[config.mk]
export PLATFORM = sky130hd
export DESIGN_NAME = ubsp_ram
export DESIGN_NICKNAME = d
export VERILOG_FILES = /design/src/rtl/core/ubsp_ram.sv
export SDC_FILE = /design/constraint.sdc
export NUM_CORES = 1
export LEC_CHECK = 0
export BUFFER_PORTS_ARGS = -buffer_cell sky130_fd_sc_hd__buf_4
export CORE_MARGIN = 3
export CORE_UTILIZATION = 55
export CTS_BUF_LIST = sky130_fd_sc_hd__clkbuf_2
export DETAILED_ROUTE_END_ITERATION = 7
export PLACE_DENSITY = 0.72
export SKIP_CTS_REPAIR_TIMING = 1
export SYNTH_ARGS = -nofsm -noshare
export SYNTH_HDL_FRONTEND = slang
export SYNTH_SLANG_ARGS = --single-unit
[constraint.sdc]
create_clock -name clk -period 14.4 [get_ports clk]
set_clock_uncertainty 0.15 [all_clocks]
set_input_delay 1.44 -clock clk [delete_from_list [all_inputs] [get_ports clk]]
set_output_delay 1.44 -clock clk [all_outputs]
set_load 0.05 [all_outputs]
[src/rtl/core/ubsp_ram.sv]
`timescale 1ns / 1ps
module ubsp_ram #(
  parameter int WIDTH = 64,
  parameter int DEPTH = 16
) (
  input  logic                     clk,
  input  logic                     we,
  input  logic [$clog2(DEPTH)-1:0] waddr,
  input  logic [WIDTH-1:0]         wdata,
  input  logic                     re,
  input  logic [$clog2(DEPTH)-1:0] raddr,
  output logic [WIDTH-1:0]         rdata
);

  logic [WIDTH-1:0] mem [0:DEPTH-1];

  always_ff @(posedge clk) begin
    if (we) begin
      mem[waddr] <= wdata;
    end
    if (re) begin
      rdata <= mem[raddr];
    end
  end

endmodule

==> results of run 1 <==
-- metrics by stage --
| stage | cells | hold WS [ns] | utilization | worst slack (ns) |
|---|---|---|---|---|
| after CTS | 3105 | 0.03676 | 0.6185 | 10.59 |
| after global routing | 3108 | 0.07250 | 0.6186 | 10.32 |
| final | 3108 | 0.2018 | 0.6186 | 10.60 |
| after global placement | 2684 | 0.5768 | 0.5893 | 9.179 |
| after floorplan | 1647 | 0.5603 | - | 7.381 |
| after detailed placement | 2684 | 0.5805 | 0.5893 | 9.116 |
-- final timing paths --
path / from / end / slack, ns / depth (start not counted)
hold / removal: wdata[9] / mem[2][9]$_DFFE_PP_ / 0.20 / 1
hold reg to reg: mem[12][59]$_DFFE_PP_ / rdata[59]$_DFFE_PP_ / 0.55 / 3
setup reg to reg: mem[8][12]$_DFFE_PP_ / rdata[12]$_DFFE_PP_ / 12.74 / 3
setup / recovery: raddr[0] / rdata[58]$_DFFE_PP_ / 10.60 / 6
-- cell usage in the layout (no fill, tap or decap) --
master        n
diode_2       3
buf_4       167
mux4_2      256
edfxtp_1   1088
clkinv_1     41
or3b_2        1
buf_12        2
nand2b_1      2
nor3_2        4
nor2b_4       2
nand3_1       1
and2_4        1
clkbuf_2    372
nand3b_1      2
buf_8         2
a22oi_1     128
nand2_1      65
bufinv_16     2
nor2_4       13
inv_2         4
clkinv_2      2
-- cell type report --
cell class	instances	area, sq um	area share
tap	950	1189	0.02670
clock buffer	372	1862	0.04181
multi-input combinational	475	7234	0.1625
sequential	1088	32670	0.7337
clock inverter	49	239.0	0.005367
timing repair buffer	171	1324	0.02973
antenna	3	7.507	0.0001686
-- sequential cells by signal, indices dropped and copies added, names as in the netlist --
signal / flops
mem: 1024
rdata: 64
-- Yosys cell counts (all sizes together) --
master,n
mux4,256
nand2,65
nor3,4
buf,48
a22oi,128
or3b,1
nand3,1
nor2b,2
nand2b,2
nor2,13
and2,1
edfxtp,1088
nand3b,2
clkbuf,36
-- routing by layer --
metal,track usage,part of all wire
met1,0.3201,0.39
met2,0.3566,0.50
met3,0.05759,0.093
met4,0.07569,0.016
met5,0,0.00015
-- cell families after synthesis --
group	Yosys count	share of synthesized area
compound gates	128	0.02389
flops	1088	0.8123
mux	256	0.1433
simple gates	91	0.009270
buf+inv	84	0.01123
-- power breakdown --
part,switching (mW),total (mW),leakage (nW),internal (mW)
combinational,0.224,0.357,3.06,0.133
clock,1.12,1.84,1.66,0.719
sequential,0.0215,3.58,9.89,3.56
-- critical path: cells and delay by family --
family,cells,cell delay [ns]
AOI/OAI and AO/OA,1,0.24
buffers and inverters,3,2.23
and+or+nand+nor,1,0.08
muxes,1,0.61
==> results.sh, run 1 <==
export IMPL_drtAntennaViolNets=0
export IMPL_clockRootBuffer="clkbuf_2"
export IMPL_nFillCells=4931
export IMPL_syn_area_sq_um=40220
export IMPL_min_period_ns=3.797
export IMPL_drc=0
export IMPL_drt_wl_total_um=85710
export IMPL_dpl_cell_area_sq_um=42420
export IMPL_required_ns=15.30
export IMPL_power_density_nw_per_um2=129.9
export IMPL_grt_pass1_wl_um=127400
export IMPL_first_iter_violations=2069
export IMPL_fmax_mhz=263.4
export IMPL_maxSlewViolCount=0
export IMPL_syn2layout_area_growth_pct=10.70
export IMPL_via_per_inst=6.106
export IMPL_design_area_sq_um=44530
export IMPL_cts_sinks=1088
export IMPL_dieArea_sq_um=76410
export IMPL_crit_path_end_kind="flip-flop"
export IMPL_outcome="completed"
export IMPL_grtUsageTotal=0.2278
export IMPL_num_vias=18980
export IMPL_core_area_sq_um=71980
export IMPL_maxCapViolations=0
export IMPL_cts_buffers=278
export IMPL_ys_seq_area_frac=0.8123
export IMPL_ir_worst_vdd_mv=0.05293
export IMPL_hold_viol=0
export IMPL_rsz0062_at_grt="no"
export IMPL_timing_final_crit_share=0.2637
export IMPL_arrival_ns=4.69
export IMPL_slowest_stage="buf_4"
export IMPL_cts_tree="yes"
export IMPL_yosysTopAreaCell="edfxtp_1"
export IMPL_wl_per_cell_um=27.58
export IMPL_start_kind="input port"
export IMPL_ys_ff_latch=1088
export IMPL_first_pass_iters=7
export IMPL_crit_chain="buf_8, buf_4, buf_4, mux4_2, a22oi_1, nand2_1"
export IMPL_htree_levels=5
export IMPL_grt_max_degree=161
export IMPL_final_setup_tns_ns=0
export IMPL_cellLeakagePower_nw=14.61
export IMPL_chipWidth_um=276.4
export IMPL_path_clk_slew_ns=0.10
export IMPL_io_pins=139
export IMPL_io_buffers=138
export IMPL_rows=98
export IMPL_slew_headroom=0.1904
export IMPL_synth_fp_nets=1722
export IMPL_max_stage_delay_ns=0.90
export IMPL_finalNetCount=2089
export IMPL_drive_gt1_frac=0.3842
export IMPL_overflow=0
export IMPL_synth_top_area_frac=0.8123
export IMPL_cp_max_fo=60
export IMPL_cp_common_cell="buf_4"
export IMPL_clock_latency_ns=1.37
export IMPL_finalSetupViolations=0
export IMPL_synth_area_per_cell_sq_um=24.42
export IMPL_max_slew_worst_pin_slew_ns=1.214
export IMPL_power_total_mw=5.782
export IMPL_cts_buffer_depth=4
export IMPL_synth_area_leaders="edfxtp_1 81%, mux4_2 14%, a22oi_1 2.4%"
export IMPL_yosysWarnings=0
export IMPL_grt_pass1_vias=20520
export IMPL_die_y_um=276.4
export IMPL_dp_hpwl_um=40710
export IMPL_antenna_found_initial=4
export IMPL_start_util=0.5588
export IMPL_min_path_type="input port to flip-flop"
export IMPL_path_class="input port to flip-flop"
export IMPL_synthCells=1647
export IMPL_ys_types=17
export IMPL_gp_congestion=0.7116
No activity file was read; power rests on OpenSTA's default activity.
==> run 2, diff against run 1 <==
--- a/config.mk
+++ b/config.mk
@@ -10,7 +10,7 @@
 export CORE_UTILIZATION = 55
 export CTS_BUF_LIST = sky130_fd_sc_hd__clkbuf_2
 export DETAILED_ROUTE_END_ITERATION = 7
-export PLACE_DENSITY = 0.72
+export PLACE_DENSITY = 0.75
 export SKIP_CTS_REPAIR_TIMING = 1
 export SYNTH_ARGS = -nofsm -noshare
 export SYNTH_HDL_FRONTEND = slang
==> constraint.sdc (replaced) <==
create_clock -name clk -period 3.3 [get_ports clk]
set_clock_uncertainty 0.15 [all_clocks]
set_input_delay 0.33 -clock clk [delete_from_list [all_inputs] [get_ports clk]]
set_output_delay 0.33 -clock clk [all_outputs]
set_load 0.05 [all_outputs]
==> results.sh, run 2 (same netlist as run 1, synthesis figures left out) <==
export IMPL_num_vias=19660
export IMPL_first_pass_iters=5
export IMPL_fmax_mhz=319.9
export IMPL_cp_max_fo=37
export IMPL_top_regs="mem: 1024 flops, rdata: 64 flops"
export IMPL_maxSlewViolCount=0
export IMPL_regMostFlops="mem"
export IMPL_io_buffers=138
export IMPL_required_ns=4.30
export IMPL_chipWidth_um=276.4
export IMPL_outcome="completed"
export IMPL_via_per_inst=6.002
export IMPL_path_clk_slew_ns=0.13
export IMPL_layout_common_cells="1,088 x edfxtp_1, 360 x clkbuf_2, 256 x mux4_2"
export IMPL_drtAntennaViolNets=0
export IMPL_finalNetCount=2227
export IMPL_grt_pass1_wl_um=127400
export IMPL_min_period_ns=3.126
export IMPL_ir_worst_vdd_mv=0.2803
export IMPL_max_slew_worst_pin_slew_ns=0.8782
export IMPL_nFillCells=4647
export IMPL_layout_setup_ws_ns=0.1738
export IMPL_wl_per_cell_um=26.11
export IMPL_grtUsageTotal=0.2255
export IMPL_clockRootBuffer="clkbuf_2"
export IMPL_final_setup_tns_ns=0
export IMPL_htree_levels=4
export IMPL_whs_ns=0.1397
export IMPL_slew_headroom=0.4145
export IMPL_crit_path_end_kind="flip-flop"
export IMPL_maxCapViolations=0
export IMPL_final_cells=3275
export IMPL_rsz0062_at_grt="no"
export IMPL_dp_hpwl_um=41200
export IMPL_start_kind="input port"
export IMPL_overflow=0
export IMPL_cts_buffer_depth=3
export IMPL_dpl_cell_count=2704
export IMPL_grt_max_degree=65
export IMPL_clock_latency_ns=1.44
export IMPL_min_path_type="input port to flip-flop"
export IMPL_rows=98
export IMPL_start_util=0.5588
export IMPL_power_density_nw_per_um2=540.9
export IMPL_dieArea_sq_um=76410
export IMPL_arrival_ns=4.13
export IMPL_drive_gt1_frac=0.3634
export IMPL_cts_sinks=1088
export IMPL_largest_register_ffs=1024
export IMPL_hold_viol=0
export IMPL_final_common_cell="edfxtp_1"
export IMPL_drt_wl_total_um=85510
export IMPL_antenna_found_initial=8
export IMPL_grt_pass1_vias=20380
export IMPL_io_pins=139
export IMPL_path_class="input port to flip-flop"
export IMPL_power_total_mw=25.22
export IMPL_place_ws_ns=0.8062
export IMPL_die_y_um=276.4
export IMPL_finalSetupViolations=0
export IMPL_gp_congestion=0.7131
export IMPL_timing_final_crit_share=0.9473
export IMPL_cellLeakagePower_nw=15.42
export IMPL_cts_tree="yes"
export IMPL_first_iter_violations=2145
export IMPL_syn2layout_area_growth_pct=15.94
export IMPL_core_area_sq_um=71980
export IMPL_drc=0
export IMPL_cts_buffers=239
run 2: through the flow:
stage                 util  cell area, sq um
floorplan                -             40280
finish              0.6479             46630
global route        0.6478             46630
global placement    0.5970             42970
CTS                 0.6256             45030
detailed placement  0.5970             42970
run 2: worst paths after layout:
check | start | end | slack [ns] | cells past startpoint
hold reg to reg | mem[14][47]$_DFFE_PP_ | rdata[47]$_DFFE_PP_ | 0.56 | 3
setup reg to reg | mem[6][25]$_DFFE_PP_ | rdata[25]$_DFFE_PP_ | 0.17 | 6
hold / removal | raddr[2] | rdata[26]$_DFFE_PP_ | 0.14 | 5
setup / recovery | raddr[0] | rdata[25]$_DFFE_PP_ | 0.17 | 9
run 2: area by class of cell:
class	count	area (sq um)	area share
Sequential cell	1088	32670	0.7006
Multi-Input combinational cell	475	7259	0.1557
Timing Repair Buffer	348	3438	0.07373
Clock buffer	360	1802	0.03864
Tap cell	950	1189	0.02549
Clock inverter	49	260.3	0.005581
Antenna cell	5	12.51	0.0002683
run 2: where the power goes:
part	internal (mW)	total, mW	switching (mW)
Combinational	0.740	1.78	1.04
Sequential	15.5	15.6	0.0978
Clock	3.02	7.80	4.77
Total	19.3	25.2	5.91
run 2: worst max-delay path: stages:
cell           delay (ns)
dlygate4sd3_1        0.56
buf_8                0.34
buf_12               0.34
mux4_2               0.54
dlygate4sd3_1        0.57
a22oi_1              0.13
dlygate4sd3_1        0.58
nand2_1              0.06
dlygate4sd3_1        0.57
run 2: routing by layer:
metal	up-vias	track usage	wire [um]
met3	111	0.05877	8139
met1	10190	0.3245	33420
met5	-	0	27
li1	8281	-	-
met2	1070	0.3430	42430
met4	4	0.07678	1492
==> run 3, diff against run 2 <==
--- a/config.mk
+++ b/config.mk
@@ -6,6 +6,7 @@
 export NUM_CORES = 1
 export LEC_CHECK = 0
 export BUFFER_PORTS_ARGS = -buffer_cell sky130_fd_sc_hd__buf_4
+export CORE_ASPECT_RATIO = 1.5
 export CORE_MARGIN = 3
 export CORE_UTILIZATION = 55
 export CTS_BUF_LIST = sky130_fd_sc_hd__clkbuf_2
==> results.sh, run 3 (same netlist as run 1, synthesis figures left out) <==
export IMPL_outcome="completed"
export IMPL_power_density_nw_per_um2=539.3
export IMPL_maxSlewViolCount=0
export IMPL_largest_register_ffs=1024
export IMPL_rsz0062_at_grt="no"
export IMPL_dieArea_sq_um=76480
export IMPL_first_pass_iters=5
export IMPL_first_iter_violations=2348
export IMPL_arrival_ns=3.86
export IMPL_clockRootBuffer="clkbuf_2"
export IMPL_finalSetupViolations=0
export IMPL_syn2layout_area_growth_pct=15.53
export IMPL_start_kind="input port"
export IMPL_cts_buffers=217
export IMPL_place_ws_ns=0.8409
export IMPL_drtAntennaViolNets=0
export IMPL_clock_latency_ns=1.27
export IMPL_ir_worst_vdd_mv=0.2606
export IMPL_rows=120
export IMPL_cellLeakagePower_nw=15.29
export IMPL_layout_setup_ws_ns=0.4443
export IMPL_start_util=0.5593
export IMPL_cts_buffer_depth=3
export IMPL_via_per_inst=6.159
export IMPL_core_area_sq_um=71920
export IMPL_drt_wl_total_um=88420
export IMPL_timing_final_crit_share=0.8654
export IMPL_crit_path_end_kind="flip-flop"
export IMPL_maxCapViolations=0
export IMPL_io_pins=139
export IMPL_gp_congestion=0.7075
export IMPL_path_class="input port to flip-flop"
export IMPL_whs_ns=0.1453
export IMPL_min_period_ns=2.856
export IMPL_required_ns=4.30
export IMPL_path_clk_slew_ns=0.11
export IMPL_slew_headroom=0.3423
export IMPL_dp_hpwl_um=41850
export IMPL_final_common_cell="edfxtp_1"
export IMPL_drive_gt1_frac=0.3489
export IMPL_grt_max_degree=69
export IMPL_max_slew_worst_pin_slew_ns=0.9833
export IMPL_cp_max_fo=12
export IMPL_die_y_um=337.2
export IMPL_finalNetCount=2200
export IMPL_htree_levels=4
export IMPL_min_path_type="input port to flip-flop"
export IMPL_wl_per_cell_um=27.53
export IMPL_io_buffers=138
export IMPL_num_vias=19780
export IMPL_final_cells=3212
export IMPL_cts_tree="yes"
export IMPL_dpl_cell_count=2674
export IMPL_cts_sinks=1088
export IMPL_hold_viol=0
export IMPL_grt_pass1_wl_um=128900
export IMPL_grtUsageTotal=0.2345
export IMPL_chipWidth_um=226.8
export IMPL_regMostFlops="mem"
export IMPL_grt_pass1_vias=20390
export IMPL_fmax_mhz=350.2
export IMPL_overflow=0
export IMPL_antenna_found_initial=5
export IMPL_drc=0
export IMPL_top_regs="mem: 1024 flops, rdata: 64 flops"
export IMPL_layout_common_cells="1,088 x edfxtp_1, 291 x clkbuf_2, 256 x mux4_2"
## run 3: cell types whose count changed in the layout (fill, tap and decap cells not counted), sizes merged
| cell | before | now |
|---|---|---|
| clkbuf | 360 | 291 |
| inv | 3 | 7 |
| bufinv | 2 | 5 |
| diode | 5 | 4 |
| buf | 192 | 197 |
| dlygate4sd3 | 156 | 146 |
| clkinvlp | 5 | 3 |
| clkinv | 39 | 81 |
## run 3: worst paths after layout
path,startpoint,endpoint,slack (ns),cells after the start
setup / recovery,raddr[2],rdata[34]$_DFFE_PP_,0.44,8
hold / removal,raddr[2],rdata[19]$_DFFE_PP_,0.15,5
setup reg to reg,mem[0][34]$_DFFE_PP_,rdata[34]$_DFFE_PP_,0.60,5
hold reg to reg,mem[12][59]$_DFFE_PP_,rdata[59]$_DFFE_PP_,0.54,3
## run 3: final cells by class
class	instances	area, sq um
fillers	4622	25450
clock inverters	96	533.0
clock buffers	291	1456
repair buffers	343	3393
diodes	4	10.01
well taps	915	1145
flip-flops and latches	1088	32670
multi-input cells	475	7259
## run 3: through the flow
stage	instance area (sq um)	total power, mW	util	setup TNS [ns]
6_report	46470	25.06	0.6461	0
5_1_grt	46470	26.10	0.6461	0
4_1_cts	44980	25.14	0.6254	0
3_5_place_dp	42990	17.61	0.5977	0
3_3_place_gp	42990	17.55	0.5977	0
2_1_floorplan	40280	16.91	-	-209.41
## run 3: power breakdown
| group | internal [mW] | switching [mW] | total [mW] |
|---|---|---|---|
| clock network | 2.83 | 4.79 | 7.63 |
| logic | 0.743 | 1.04 | 1.78 |
| registers | 15.5 | 0.106 | 15.7 |
## run 3: layer usage
metal	vias up	GRT usage	share of wire
met3	139	0.04369	0.090
met5	-	0	0.00031
li1	8230	-	-
met2	1088	0.3833	0.52
met1	10320	0.3242	0.37
met4	4	0.08122	0.020
## run 3: worst max-delay path: stages
cell,delay [ns]
dlygate4sd3_1,0.52
buf_4,0.16
nor2b_4,0.18
dlygate4sd3_1,1.21
a22oi_1,0.17
dlygate4sd3_1,0.63
nand2_1,0.08
dlygate4sd3_1,0.56
